--- src/rtl/header_field_value_extractor_core_assert.svh ---
// assertion macros for the header field value extractor
`ifndef HEADER_FIELD_VALUE_EXTRACTOR_CORE_ASSERT_SVH
`define HEADER_FIELD_VALUE_EXTRACTOR_CORE_ASSERT_SVH

// consequent must hold in the same cycle as the antecedent
`define HFVE_ASSERT_NOW(label, ante, cons, msg) \
  label: assert property (@(posedge clk_i) disable iff (!rst_ni) (ante) |-> (cons)) \
    else $error(msg);

// consequent must hold in the cycle after the antecedent
`define HFVE_ASSERT_NEXT(label, ante, cons, msg) \
  label: assert property (@(posedge clk_i) disable iff (!rst_ni) (ante) |=> (cons)) \
    else $error(msg);

`endif

--- src/rtl/hfve_pkg.sv ---
// shared types and constants of the header field value extractor
package hfve_pkg;

  localparam int unsigned ByteW    = 8;
  localparam int unsigned KeyTextW = 64;
  localparam int unsigned KeyLenW  = 4;
  localparam int unsigned CfgIdxW  = 1;
  localparam int unsigned CfgDataW = 64;

  // register indexes of the configuration port
  localparam logic [CfgIdxW-1:0] CFG_KEY_TEXT   = 1'b0;
  localparam logic [CfgIdxW-1:0] CFG_KEY_LENGTH = 1'b1;

  // characters of interest
  localparam logic [ByteW-1:0] CHAR_CR    = 8'h0d;
  localparam logic [ByteW-1:0] CHAR_LF    = 8'h0a;
  localparam logic [ByteW-1:0] CHAR_SPACE = 8'h20;
  localparam logic [ByteW-1:0] CHAR_TAB   = 8'h09;
  localparam logic [ByteW-1:0] CHAR_NUL   = 8'h00;

  // status codes of a result word
  localparam logic STATUS_VALUE     = 1'b0;
  localparam logic STATUS_NOT_FOUND = 1'b1;

  typedef enum logic [1:0] {
    MODE_MATCH,
    MODE_SKIP,
    MODE_VALUE,
    MODE_DONE
  } mode_e;

  typedef struct packed {
    logic [ByteW-1:0] value_byte;
    logic             lookup_status;
    logic             lookup_last;
  } result_t;

endpackage

--- src/rtl/hfve_in_if.sv ---
// input channel: one buffer byte per word
interface hfve_in_if;
  logic                         valid;
  logic                         ready;
  logic [hfve_pkg::ByteW-1:0]   text_byte;
  logic                         buffer_end;

  modport source (output valid, output text_byte, output buffer_end, input ready);
  modport sink   (input valid, input text_byte, input buffer_end, output ready);
endinterface

// output channel: one value byte or status per word
interface hfve_out_if;
  logic                         valid;
  logic                         ready;
  logic [hfve_pkg::ByteW-1:0]   value_byte;
  logic                         lookup_status;
  logic                         lookup_last;

  modport source (output valid, output value_byte, output lookup_status,
                  output lookup_last, input ready);
  modport sink   (input valid, input value_byte, input lookup_status,
                  input lookup_last, output ready);
endinterface

--- src/rtl/header_field_value_extractor_core.sv ---
// header field value extractor: key match, value capture and result queue
//
// Usage: buffer bytes arrive on in_i, one byte per word, buffer_end set on the
// final byte. The key is set through the write port (index 0 key text, first
// character in the lowest byte; index 1 key length) while the block is idle.
// Results leave on out_o: value bytes of the first line whose start matches
// the key (case-insensitive, then one space or tab), or one not-found word.
// The final word of each lookup carries lookup_last; the rest of the buffer
// is then dropped until the byte with buffer_end.
// Result words of a byte are registered into the queue, behind any queued words.
// Value bytes are held back by one byte so the final one can be marked.
// Throughput: one byte per cycle while in_i.ready is high; per-byte logic is
// a single compare and state update, and a four-word result queue absorbs the
// byte that gives two words; in_i.ready drops only with three or more queued.
// Reset: empties the queue, clears the key to zero with length one and
// starts at a line start, matching.
// Stall: while out_o.ready is low the queue fills and in_i.ready falls once
// it can no longer take two words; no word is lost or repeated.
`include "header_field_value_extractor_core_assert.svh"

module header_field_value_extractor_core #(
  parameter int unsigned KEY_MAX_CHARS = 8
) (
  input  logic                           clk_i,
  input  logic                           rst_ni,
  input  logic                           cfg_we_i,
  input  logic [hfve_pkg::CfgIdxW-1:0]   cfg_index_i,
  input  logic [hfve_pkg::CfgDataW-1:0]  cfg_data_i,
  hfve_in_if.sink                        in_i,
  hfve_out_if.source                     out_o
);

  localparam int unsigned CntW     = $clog2(KEY_MAX_CHARS + 1);
  localparam int unsigned QDepth   = 4;
  localparam int unsigned QCntW    = $clog2(QDepth + 1);
  localparam int unsigned QIdxW    = $clog2(QDepth);
  localparam logic [hfve_pkg::KeyLenW-1:0] KeyMaxLen = hfve_pkg::KeyLenW'(KEY_MAX_CHARS);
  localparam logic [QCntW-1:0] QReadyMax = QCntW'(QDepth - 2);

  // fold upper-case ASCII letters to lower case
  function automatic logic [hfve_pkg::ByteW-1:0] lower_ascii(
    input logic [hfve_pkg::ByteW-1:0] c
  );
    logic [hfve_pkg::ByteW-1:0] r;
    r = c;
    if (c >= 8'h41 && c <= 8'h5a) begin
      r = c + 8'h20;
    end
    return r;
  endfunction

  // configuration registers
  logic [hfve_pkg::KeyTextW-1:0] key_text_q;
  logic [hfve_pkg::KeyLenW-1:0]  key_len_q;

  always_ff @(posedge clk_i or negedge rst_ni) begin
    if (!rst_ni) begin
      key_text_q <= '0;
      key_len_q  <= hfve_pkg::KeyLenW'(1);
    end else if (cfg_we_i) begin
      if (cfg_index_i == hfve_pkg::CFG_KEY_TEXT) begin
        key_text_q <= cfg_data_i;
      end else begin
        key_len_q <= cfg_data_i[hfve_pkg::KeyLenW-1:0];
      end
    end
  end

  // parse state
  hfve_pkg::mode_e             mode_q, mode_d;
  logic [CntW-1:0]             cnt_q, cnt_d;
  logic [hfve_pkg::ByteW-1:0]  held_q, held_d;
  logic                        held_vld_q, held_vld_d;

  // result queue
  hfve_pkg::result_t           q_q [QDepth];
  hfve_pkg::result_t           q_d [QDepth];
  logic [QCntW-1:0]            qcnt_q, qcnt_d;

  // handshake
  logic in_fire, out_fire;
  logic [hfve_pkg::ByteW-1:0] in_byte;
  logic                       in_end;

  assign in_i.ready = (qcnt_q <= QReadyMax);
  assign in_fire    = in_i.valid && in_i.ready;
  assign out_fire   = out_o.valid && out_o.ready;
  assign in_byte    = in_i.text_byte;
  assign in_end     = in_i.buffer_end;

  // byte classification and key compare
  logic [hfve_pkg::KeyLenW-1:0] kl;
  logic [2:0]                   key_idx;
  logic [hfve_pkg::ByteW-1:0]   key_char;
  logic                         is_break, is_blank, is_nul, key_open, key_hit;

  assign kl       = (key_len_q > KeyMaxLen) ? KeyMaxLen : key_len_q;
  assign key_idx  = 3'(cnt_q);
  assign key_char = key_text_q[hfve_pkg::ByteW*key_idx +: hfve_pkg::ByteW];
  assign is_break = (in_byte == hfve_pkg::CHAR_CR) || (in_byte == hfve_pkg::CHAR_LF);
  assign is_blank = (in_byte == hfve_pkg::CHAR_SPACE) || (in_byte == hfve_pkg::CHAR_TAB);
  assign is_nul   = (in_byte == hfve_pkg::CHAR_NUL);
  assign key_open = (kl == '0) || (hfve_pkg::KeyLenW'(cnt_q) < kl);
  assign key_hit  = (kl != '0) && (lower_ascii(in_byte) == lower_ascii(key_char));

  // next parse state
  always_comb begin
    mode_d     = mode_q;
    cnt_d      = cnt_q;
    held_d     = held_q;
    held_vld_d = held_vld_q;
    if (in_fire) begin
      unique case (mode_q)
        hfve_pkg::MODE_DONE: begin
        end
        hfve_pkg::MODE_VALUE: begin
          if (is_nul || is_break) begin
            mode_d = hfve_pkg::MODE_DONE;
          end else begin
            held_d     = in_byte;
            held_vld_d = 1'b1;
          end
        end
        hfve_pkg::MODE_MATCH: begin
          if (is_nul) begin
            mode_d = hfve_pkg::MODE_DONE;
          end else if (is_break) begin
            cnt_d = '0;
          end else if (key_open) begin
            if (key_hit) begin
              cnt_d = CntW'(cnt_q + 1'b1);
            end else begin
              mode_d = hfve_pkg::MODE_SKIP;
            end
          end else if (is_blank) begin
            mode_d     = hfve_pkg::MODE_VALUE;
            held_d     = '0;
            held_vld_d = 1'b0;
          end else begin
            mode_d = hfve_pkg::MODE_SKIP;
          end
        end
        default: begin
          if (is_nul) begin
            mode_d = hfve_pkg::MODE_DONE;
          end else if (is_break) begin
            mode_d = hfve_pkg::MODE_MATCH;
            cnt_d  = '0;
          end
        end
      endcase
      // the final byte of a buffer re-arms the search
      if (in_end) begin
        mode_d     = hfve_pkg::MODE_MATCH;
        cnt_d      = '0;
        held_d     = '0;
        held_vld_d = 1'b0;
      end
    end
  end

  // result words caused by the accepted byte
  hfve_pkg::result_t res0, res1, not_found, held_res;
  logic [1:0]        n_res;

  assign not_found = '{value_byte: '0, lookup_status: hfve_pkg::STATUS_NOT_FOUND,
                       lookup_last: 1'b1};
  assign held_res  = '{value_byte: held_q, lookup_status: hfve_pkg::STATUS_VALUE,
                       lookup_last: 1'b1};

  always_comb begin
    n_res = 2'd0;
    res0  = not_found;
    res1  = not_found;
    if (in_fire && (mode_q != hfve_pkg::MODE_DONE)) begin
      if (is_nul || ((mode_q == hfve_pkg::MODE_VALUE) && is_break)) begin
        n_res = 2'd1;
        if ((mode_q == hfve_pkg::MODE_VALUE) && held_vld_q) begin
          res0 = held_res;
        end
      end else if (mode_q == hfve_pkg::MODE_VALUE) begin
        res1 = '{value_byte: in_byte, lookup_status: hfve_pkg::STATUS_VALUE,
                 lookup_last: 1'b1};
        if (held_vld_q) begin
          res0             = held_res;
          res0.lookup_last = 1'b0;
          n_res            = in_end ? 2'd2 : 2'd1;
        end else if (in_end) begin
          res0  = res1;
          n_res = 2'd1;
        end
      end else if (in_end) begin
        n_res = 2'd1;
      end
    end
  end

  // queue update: shift out at the head, append behind the survivors
  logic [QCntW-1:0] wr_pos;

  assign wr_pos = qcnt_q - QCntW'(out_fire);
  assign qcnt_d = qcnt_q - QCntW'(out_fire) + QCntW'(n_res);

  always_comb begin
    for (int i = 0; i < QDepth; i++) begin
      if (out_fire && (i < QDepth - 1)) begin
        q_d[i] = q_q[(i < QDepth - 1) ? i + 1 : i];
      end else begin
        q_d[i] = q_q[i];
      end
      if ((n_res != 2'd0) && (QCntW'(i) == wr_pos)) begin
        q_d[i] = res0;
      end else if ((n_res == 2'd2) && (QCntW'(i) == wr_pos + 1'b1)) begin
        q_d[i] = res1;
      end
    end
  end

  // state registers
  always_ff @(posedge clk_i or negedge rst_ni) begin
    if (!rst_ni) begin
      mode_q     <= hfve_pkg::MODE_MATCH;
      cnt_q      <= '0;
      held_vld_q <= 1'b0;
      qcnt_q     <= '0;
    end else begin
      mode_q     <= mode_d;
      cnt_q      <= cnt_d;
      held_vld_q <= held_vld_d;
      qcnt_q     <= qcnt_d;
    end
  end

  // payload registers
  always_ff @(posedge clk_i) begin
    held_q <= held_d;
    for (int i = 0; i < QDepth; i++) begin
      q_q[i] <= q_d[i];
    end
  end

  // output channel from the queue head
  logic [QIdxW-1:0] head_idx;

  assign head_idx            = '0;
  assign out_o.valid         = (qcnt_q != '0);
  assign out_o.value_byte    = q_q[head_idx].value_byte;
  assign out_o.lookup_status = q_q[head_idx].lookup_status;
  assign out_o.lookup_last   = q_q[head_idx].lookup_last;

  // checks
  `HFVE_ASSERT_NOW(a_qcnt_range, 1'b1, qcnt_q <= QCntW'(QDepth),
                   "result queue overflow")
  `HFVE_ASSERT_NOW(a_held_mode, held_vld_q,
                   (mode_q == hfve_pkg::MODE_VALUE) || (mode_q == hfve_pkg::MODE_DONE),
                   "held byte outside a value")
  `HFVE_ASSERT_NOW(a_not_found_word, out_o.valid && out_o.lookup_status,
                   out_o.lookup_last && (out_o.value_byte == '0),
                   "malformed not-found word")
  `HFVE_ASSERT_NEXT(a_rearm, in_fire && in_end, (mode_q == hfve_pkg::MODE_MATCH) &&
                    (cnt_q == '0) && !held_vld_q, "no re-arm after buffer end")

endmodule
--- src/flat_wrapper.sv ---
// flat-port wrapper written by rule: the top's interface ports become plain ports
module header_field_value_extractor_core_flat 
#(
  parameter int unsigned KEY_MAX_CHARS = 8
)
  (clk_i, rst_ni, cfg_we_i, cfg_index_i, cfg_data_i, in_i_valid, in_i_text_byte, in_i_buffer_end, in_i_ready, out_o_valid, out_o_value_byte, out_o_lookup_status, out_o_lookup_last, out_o_ready);
  hfve_in_if in_i_i ();
  hfve_out_if out_o_i ();
  input  logic clk_i;
  input  logic rst_ni;
  input  logic cfg_we_i;
  input  logic [hfve_pkg::CfgIdxW-1:0] cfg_index_i;
  input  logic [hfve_pkg::CfgDataW-1:0] cfg_data_i;
  input wire logic [$bits(in_i_i.valid)-1:0] in_i_valid;
  input wire logic [$bits(in_i_i.text_byte)-1:0] in_i_text_byte;
  input wire logic [$bits(in_i_i.buffer_end)-1:0] in_i_buffer_end;
  output wire logic [$bits(in_i_i.ready)-1:0] in_i_ready;
  output wire logic [$bits(out_o_i.valid)-1:0] out_o_valid;
  output wire logic [$bits(out_o_i.value_byte)-1:0] out_o_value_byte;
  output wire logic [$bits(out_o_i.lookup_status)-1:0] out_o_lookup_status;
  output wire logic [$bits(out_o_i.lookup_last)-1:0] out_o_lookup_last;
  input wire logic [$bits(out_o_i.ready)-1:0] out_o_ready;
  assign in_i_i.valid = in_i_valid;
  assign in_i_i.text_byte = in_i_text_byte;
  assign in_i_i.buffer_end = in_i_buffer_end;
  assign in_i_ready = in_i_i.ready;
  assign out_o_valid = out_o_i.valid;
  assign out_o_value_byte = out_o_i.value_byte;
  assign out_o_lookup_status = out_o_i.lookup_status;
  assign out_o_lookup_last = out_o_i.lookup_last;
  assign out_o_i.ready = out_o_ready;
  header_field_value_extractor_core #(.KEY_MAX_CHARS(KEY_MAX_CHARS)) u_core (.clk_i(clk_i), .rst_ni(rst_ni), .cfg_we_i(cfg_we_i), .cfg_index_i(cfg_index_i), .cfg_data_i(cfg_data_i), .in_i(in_i_i), .out_o(out_o_i));
endmodule
--- config.mk ---
export PLATFORM = sky130hd
export DESIGN_NAME = header_field_value_extractor_core_flat
export DESIGN_NICKNAME = d
export VERILOG_FILES = /design/src/rtl/hfve_pkg.sv /design/src/rtl/hfve_in_if.sv /design/src/rtl/header_field_value_extractor_core.sv /design/src/flat_wrapper.sv
export VERILOG_INCLUDE_DIRS = /design/src /design/src/rtl
export SDC_FILE = /design/constraint.sdc
export NUM_CORES = 1
export LEC_CHECK = 0
export BUFFER_PORTS_ARGS = -buffer_cell sky130_fd_sc_hd__buf_2
export CAP_MARGIN = 30
export CORE_ASPECT_RATIO = 0.8
export CORE_MARGIN = 4
export CORE_UTILIZATION = 58
export DETAILED_ROUTE_END_ITERATION = 10
export GPL_ROUTABILITY_DRIVEN = 0
export PLACE_DENSITY = 0.8
export SLEW_MARGIN = 10
export SYNTH_ARGS = -nofsm -noshare
export SYNTH_HDL_FRONTEND = slang
export SYNTH_SLANG_ARGS = --single-unit
--- constraint.sdc ---
create_clock -name clk_i -period 4.4 [get_ports clk_i]
set_input_delay 0.66 -clock clk_i [delete_from_list [all_inputs] [get_ports clk_i]]
set_output_delay 0.66 -clock clk_i [all_outputs]
set_load 0.01 [all_outputs]
## Word level (Yosys, flattened, before mapping)

Memories as Yosys holds them, arrays and structs flattened.
Index checks and enable logic that the tools add are counted.

| storage, ports and cells | value |
|---|---|
| memory bits (writable) | 40 |
| input port bits | 79 |
| register bits after elaboration | 86 |
| output and inout port bits | 12 |
| memories | 1 |

Memory list:

| name | words | width | read ports | clocked after Yosys merged registers in | wr ports | line | RTL |
|---|---|---|---|---|---|---|---|
| u_core.q_q | 4 | 10 | 4 | 0 | 4 | header_field_value_extractor_core.sv:76 | `hfve_pkg::result_t q_q [QDepth];` |

| operators by class | value |
|---|---|
| bitwise operators | 1 |
| equality and inequality tests | 27 |
| shifts and indexed selects | 1 |
| magnitude comparators | 7 |
| reductions and logical operators | 40 |
| multiplexer cells | 60 |
| add/sub/neg operators | 6 |

Operators with widths:

| operator | number |
|---|---|
| two-way mux 10 bit | 20 |
| indexed part select 64 x 7 -> 8 bit | 1 |
| two-way mux 8 bit | 7 |
| two-way mux 4 bit | 8 |
| two-way mux 2 bit | 14 |
| == test 8 x 4 -> 1 bit, second input constant | 3 |
| adder 8 x 6 -> 8 bit, second input constant | 2 |
| >= comparator 8 x 7 -> 1 bit, second input constant | 2 |
| less-or-equal comparator 8 x 7 -> 1 bit, second input constant | 2 |
| logical AND 1 bit | 16 |
| case mux 8 bit (2 select lines) | 1 |
| inequality test 3 bit, second input constant | 5 |
| nonzero test 3 bit | 5 |
| == test 2 x 3 -> 1 bit, first input constant | 4 |
| AND reduction 6 bit | 2 |
| == test 8 x 6 -> 1 bit, second input constant | 1 |
| == test 8 bit | 1 |
| logical NOT 8 bit | 1 |
| case mux 4 bit (2 select lines) | 1 |
| two-way mux 1 bit | 7 |
| AND reduction 7 bit | 1 |
| == test 1 x 3 -> 1 bit, first input constant | 2 |
| == test 2 bit, second input constant | 3 |
| logical NOT 3 bit | 2 |
| 23 further kinds | 31 |

## Logic depth before layout (Yosys ltp)

| logic depth | value |
|---|---|
| word-level depth | 12 |
| gate-level depth with buffers | 12 |
| mapped depth without buffers | 11 |

## Worst setup path before layout

OpenSTA, ideal clock, no wires.

| path | value |
|---|---|
| path kind | input-to-reg |
| start | input in_i_text_byte[1] |
| end | memory u_core.q_q[3][0] (netlist name), enable pin |
| stages | 8 |
| data required time | 3.993 ns |
| arrival | 3.182 ns |
| buffers on the path | 2 |
| path slack | 0.811 ns |
| path through | buf_2 -> and3b_1 -> o211a_1 -> nor3_2 -> and2_0 -> clkbuf_1 -> inv_1 -> o41ai_1 |

RTL lines:

| what | line | RTL |
|---|---|---|
| start: declaration | flat_wrapper.sv:15 | `input wire logic [$bits(in_i_i.text_byte)-1:0] in_i_text_byte;` |
| end: declaration | header_field_value_extractor_core.sv:76 |  |

## Final worst setup path

| path | value |
|---|---|
| start | register u_core.cnt_q[1] |
| end | register u_core.cnt_q[2] |

| on the way | value |
|---|---|
| word-level cells in the longest chain between the ends | 8 |

RTL lines:

| what | line | RTL |
|---|---|---|
| start: declaration | header_field_value_extractor_core.sv:71 | `logic [CntW-1:0] cnt_q, cnt_d;` |
| start signal: assignment | header_field_value_extractor_core.sv:228 | `cnt_q <= cnt_d;` |
| indexed part select 64 x 7 -> 8 bit | header_field_value_extractor_core.sv:99 | `assign key_char = key_text_q[hfve_pkg::ByteW*key_idx +: hfve_pkg::ByteW];` |
| >= comparator 8 x 7 -> 1 bit or less-or-equal comparator 8 x 7 -> 1 bit (tied branches) | header_field_value_extractor_core.sv:46 | `if (c >= 8'h41 && c <= 8'h5a) begin` |
| logical AND 1 bit | header_field_value_extractor_core.sv:46 |  |
| two-way mux 8 bit | header_field_value_extractor_core.sv:46 |  |
| == test 8 bit | header_field_value_extractor_core.sv:104 | `assign key_hit = (kl != '0) && (lower_ascii(in_byte) == lower_ascii(key_char));` |
| logical AND 1 bit | header_field_value_extractor_core.sv:104 |  |
| nonzero test 3 bit (no source line) | -- |  |
| AND reduction 6 bit (no source line) | -- |  |

Several ways; a longest one is shown, not always the timed one. The select of a mux whose other input is x is not followed.
A chain may end at the register's enable or synchronous reset.

==> flow_metrics.py <==
metrics = {
    "run_status": {
        "status": "completed",
    },
    "clock_tree": {
        "cts_hold_buf": 0,
        "post_cts_resized": 0,
        "clk_latency_ps": 410,
        "root_buffer": "clkbuf_16",
        "cts_made_buffers": 17,
        "clock_path_buffers": 2,
        "cts_sinks": 126,
        "cts_tree": "done",
        "post-cts-setup-buffer-count": 0,
        "htreeDepth": 4,
        "clk_pin_slew_ps": 60,
    },
    "die": {
        "start_util_pct": 60.2,
        "die_y_um": 107,
        "fp.dieW_um": 131,
        "core_area_mm2": 0.0117,
        "rows": 35,
        "dieArea_mm2": 0.0140,
        "io_pins": 91,
    },
    "global_routing": {
        "grt_pass1_vias": 5389,
        "grt_max_degree": 79,
        "track_usage_pct": 25.6,
        "antenna_found_initial": 1,
        "overflow": 0,
        "grt_pass1_wl_um": 28100,
    },
    "finish": {
        "drive_gt1_share_pct": 34.4,
        "syn_to_final_growth_pct": 17.7,
        "diodes": 0,
        "nNetsFinal": 755,
        "final_util_pct": 70.9,
    },
    "drt": {
        "vias": 5099,
        "drt-initial-drc-count": 650,
        "drc": 0,
        "wl_met2_um": 8220,
        "routed_wirelength_um": 17300,
        "top_layer": "met5",
        "postRouteAntennaNets": 0,
        "wl_per_cell_um": 21.0,
        "routed-wl-met3_um": 1160,
        "viasPerCell": 6.20,
        "firstDrtPassIters": 5,
        "met1_length_um": 7670,
    },
    "timing": {
        "drv_slew": 0,
        "fin_crit_ps": 3480,
        "slew_headroom_pct": 46.6,
        "max_freq_mhz": 287,
        "tns_ps": 0,
        "setup_slack_ps": 919,
        "tightest_slew_ps": 796,
        "finalCritPeriodShare_pct": 79.1,
        "rsz0062_at_grt": "no",
        "setup_viol": 0,
        "finalHoldViolCount": 0,
        "finClkSkew_ps": 13.5,
    },
    "setup_path": {
        "end_kind": "flip-flop",
        "cp_data_arrival_time_ps": 3770,
        "crit_path_max_fanout": 28,
        "worstPathRequired_ps": 4690,
        "critPathLaunchType": "flip-flop",
        "worstSetupPathType": "reg2reg",
    },
    "place": {
        "numPortBuffers": 90,
        "dpl.hpwl_um": 12400,
        "pre_cts_ws_ps": 668,
    },
    "yosys": {
        "async_flop_share_pct": 61.9,
        "yosysWarnings": 0,
        "synth_edf_count": 48,
        "synth.distinct_cells": 62,
        "syn_avg_cell_area_um2": 12.4,
        "synth.cell_area_mm2": 0.00704,
        "ys_ff_latch": 126,
        "seq_area_frac_synth_pct": 48.2,
        "synth_cells": 570,
        "ys.flop_type": "dfrtp_1",
        "syn_nets": 663,
    },
    "power": {
        "powerDensity_mw_per_mm2": 525,
        "p_leak_nw": 3.57,
        "max-vdd-ir-drop_mv": 0.318,
    },
    "worst_hold_path": {
        "hp-class": "in2async",
    },
    "flow_run": {
        "cap_violations": 0,
    },
}
-- synthesized netlist by cell type, types with 2 or more instances --
| cell type | count | share of area, % |
|---|---|---|
| nand4b_1 | 2 | 0.25 |
| nor3b_1 | 2 | 0.21 |
| nand3_1 | 20 | 1.4 |
| o32ai_1 | 2 | 0.25 |
| xor2_1 | 3 | 0.37 |
| dfrtp_1 | 77 | 27 |
| or3_1 | 3 | 0.27 |
| nand2_1 | 30 | 1.6 |
| xnor2_1 | 6 | 0.75 |
| or4_1 | 2 | 0.21 |
| edfxtp_1 | 48 | 20 |
| and2_1 | 21 | 1.9 |
| mux2i_1 | 61 | 8.7 |
| inv_1 | 15 | 0.80 |
| nor2b_1 | 5 | 0.44 |
| nand2b_1 | 9 | 0.80 |
| o21ai_0 | 22 | 1.6 |
| a221o_1 | 2 | 0.28 |
| a21o_1 | 3 | 0.32 |
| and3b_1 | 2 | 0.25 |
| nor2_1 | 20 | 1.1 |
| mux4_2 | 7 | 2.2 |
| o22ai_1 | 3 | 0.27 |
| mux4_1 | 9 | 3.4 |
| o21bai_1 | 2 | 0.21 |
| o211ai_1 | 4 | 0.43 |
| a21oi_1 | 11 | 0.78 |
| clkbuf_1 | 17 | 0.91 |
| mux2_2 | 76 | 12 |
| o21ai_1 | 2 | 0.14 |
| buf_2 | 16 | 1.1 |
| nor4_1 | 5 | 0.44 |
| o41ai_1 | 2 | 0.25 |
| ha_1 | 13 | 2.3 |
| o21a_1 | 2 | 0.21 |
| a22o_1 | 9 | 1.1 |
| nor3_1 | 12 | 0.85 |
-- cell usage in the layout, fill, tap and decap left out, drive strengths merged, types with 5 or more instances in the layout --
| master | synthesis | routed |
|---|---|---|
| a21oi | 12 | 12 |
| ha | 13 | 13 |
| nor2b | 5 | 5 |
| o21ai | 24 | 24 |
| nand2 | 30 | 30 |
| nor3 | 13 | 13 |
| xnor2 | 6 | 6 |
| nand2b | 9 | 9 |
| mux2i | 63 | 63 |
| edfxtp | 48 | 48 |
| dfrtp | 77 | 77 |
| mux2 | 76 | 76 |
| nor4 | 6 | 6 |
| clkinv | 0 | 5 |
| and2 | 22 | 22 |
| nand3 | 20 | 20 |
| mux4 | 16 | 16 |
| a22o | 9 | 9 |
| inv | 15 | 19 |
| clkbuf | 17 | 18 |
| nor2 | 20 | 20 |
| buf | 17 | 106 |
-- path summary, 6_finish.rpt --
check | from | to | slack, ps | depth (start not counted)
max | u_core.cnt_q[1]$_DFFE_PN0P_ | u_core.cnt_q[2]$_DFFE_PN0P_ | 920 | 10
min | rst_ni | u_core.key_text_q[38]$_DFFE_PN0P_ | 190 | 1
max reg2reg | u_core.cnt_q[1]$_DFFE_PN0P_ | u_core.cnt_q[2]$_DFFE_PN0P_ | 920 | 10
min reg2reg | u_core.key_text_q[38]$_DFFE_PN0P_ | u_core.key_text_q[38]$_DFFE_PN0P_ | 500 | 1
max in group asynchronous | rst_ni | u_core.key_len_q[0]$_DFFE_PN1P_ | 3570 | 2
min in group clk_i | cfg_data_i[15] | u_core.key_text_q[15]$_DFFE_PN0P_ | 480 | 2
-- metal layers --
| layer | up-vias | global-route usage (%) |
|---|---|---|
| met1 | 2528 | 35.2 |
| met2 | 215 | 41.6 |
| met3 | 30 | 5.49 |
| met5 | - | 0 |
| met4 | 2 | 7.72 |
| li1 | 2324 | - |
-- flip-flops by register name, summed over array words and instances, names as in the netlist --
| register | count |
|---|---|
| u_core.cnt_q | 4 |
| u_core.held_vld_q | 1 |
| u_core.key_len_q | 4 |
| u_core.key_text_q | 64 |
| u_core.mode_q | 2 |
| u_core.held_q | 8 |
| u_core.q_q | 40 |
| u_core.qcnt_q | 3 |
-- metrics by stage --
step	instances	hold WS, ps	cell area (um2)	power, mW
global route	823	208	8290	4.57
detailed placement	788	490	7640	2.88
finish	823	187	8290	4.35
CTS	820	426	8260	4.35
floorplan	570	364	7040	2.50
global placement	787	483	7640	2.82
-- logic make-up (layout without fill, tap and decap cells) --
logic type                 count (synthesis)  after routing  synth area share [%]
adders and majority gates                 14             14                  2.59
muxes                                    155            155                  26.9
DFF                                      126            126                  48.2
AOI/OAI and AO/OA                         77             77                  7.53
and+or+nand+nor                          140            140                  10.6
buffers and inverters                     49            154                  3.00
xor gates and xnor gates                   9              9                  1.12
-- power breakdown --
| part | internal, mW | switching, mW |
|---|---|---|
| Combinational | 0.561 | 0.691 |
| Clock | 0.900 | 0.551 |
| Sequential | 1.49 | 0.159 |
-- cell type report --
cell class / instances / area [um2]
Multi-Input combinational cell: 395 / 3450
Fill cell: 813 / 3400
Sequential cell: 126 / 3390
Timing Repair Buffer: 107 / 591
Clock buffer: 17 / 425
Clock inverter: 15 / 186
Tap cell: 148 / 185
Inverter: 15 / 56.3
-- worst max-delay path: stages (launching register included) --
cell and delay (ps):
dfrtp_1 580, buf_4 410, mux4_1 380, mux2_2 340
ha_1 310, nand2_1 50, mux2_2 260, o31a_1 110
a211o_1 300, o21a_1 230, a221o_1 360
(Power assumes the default switching activity.)
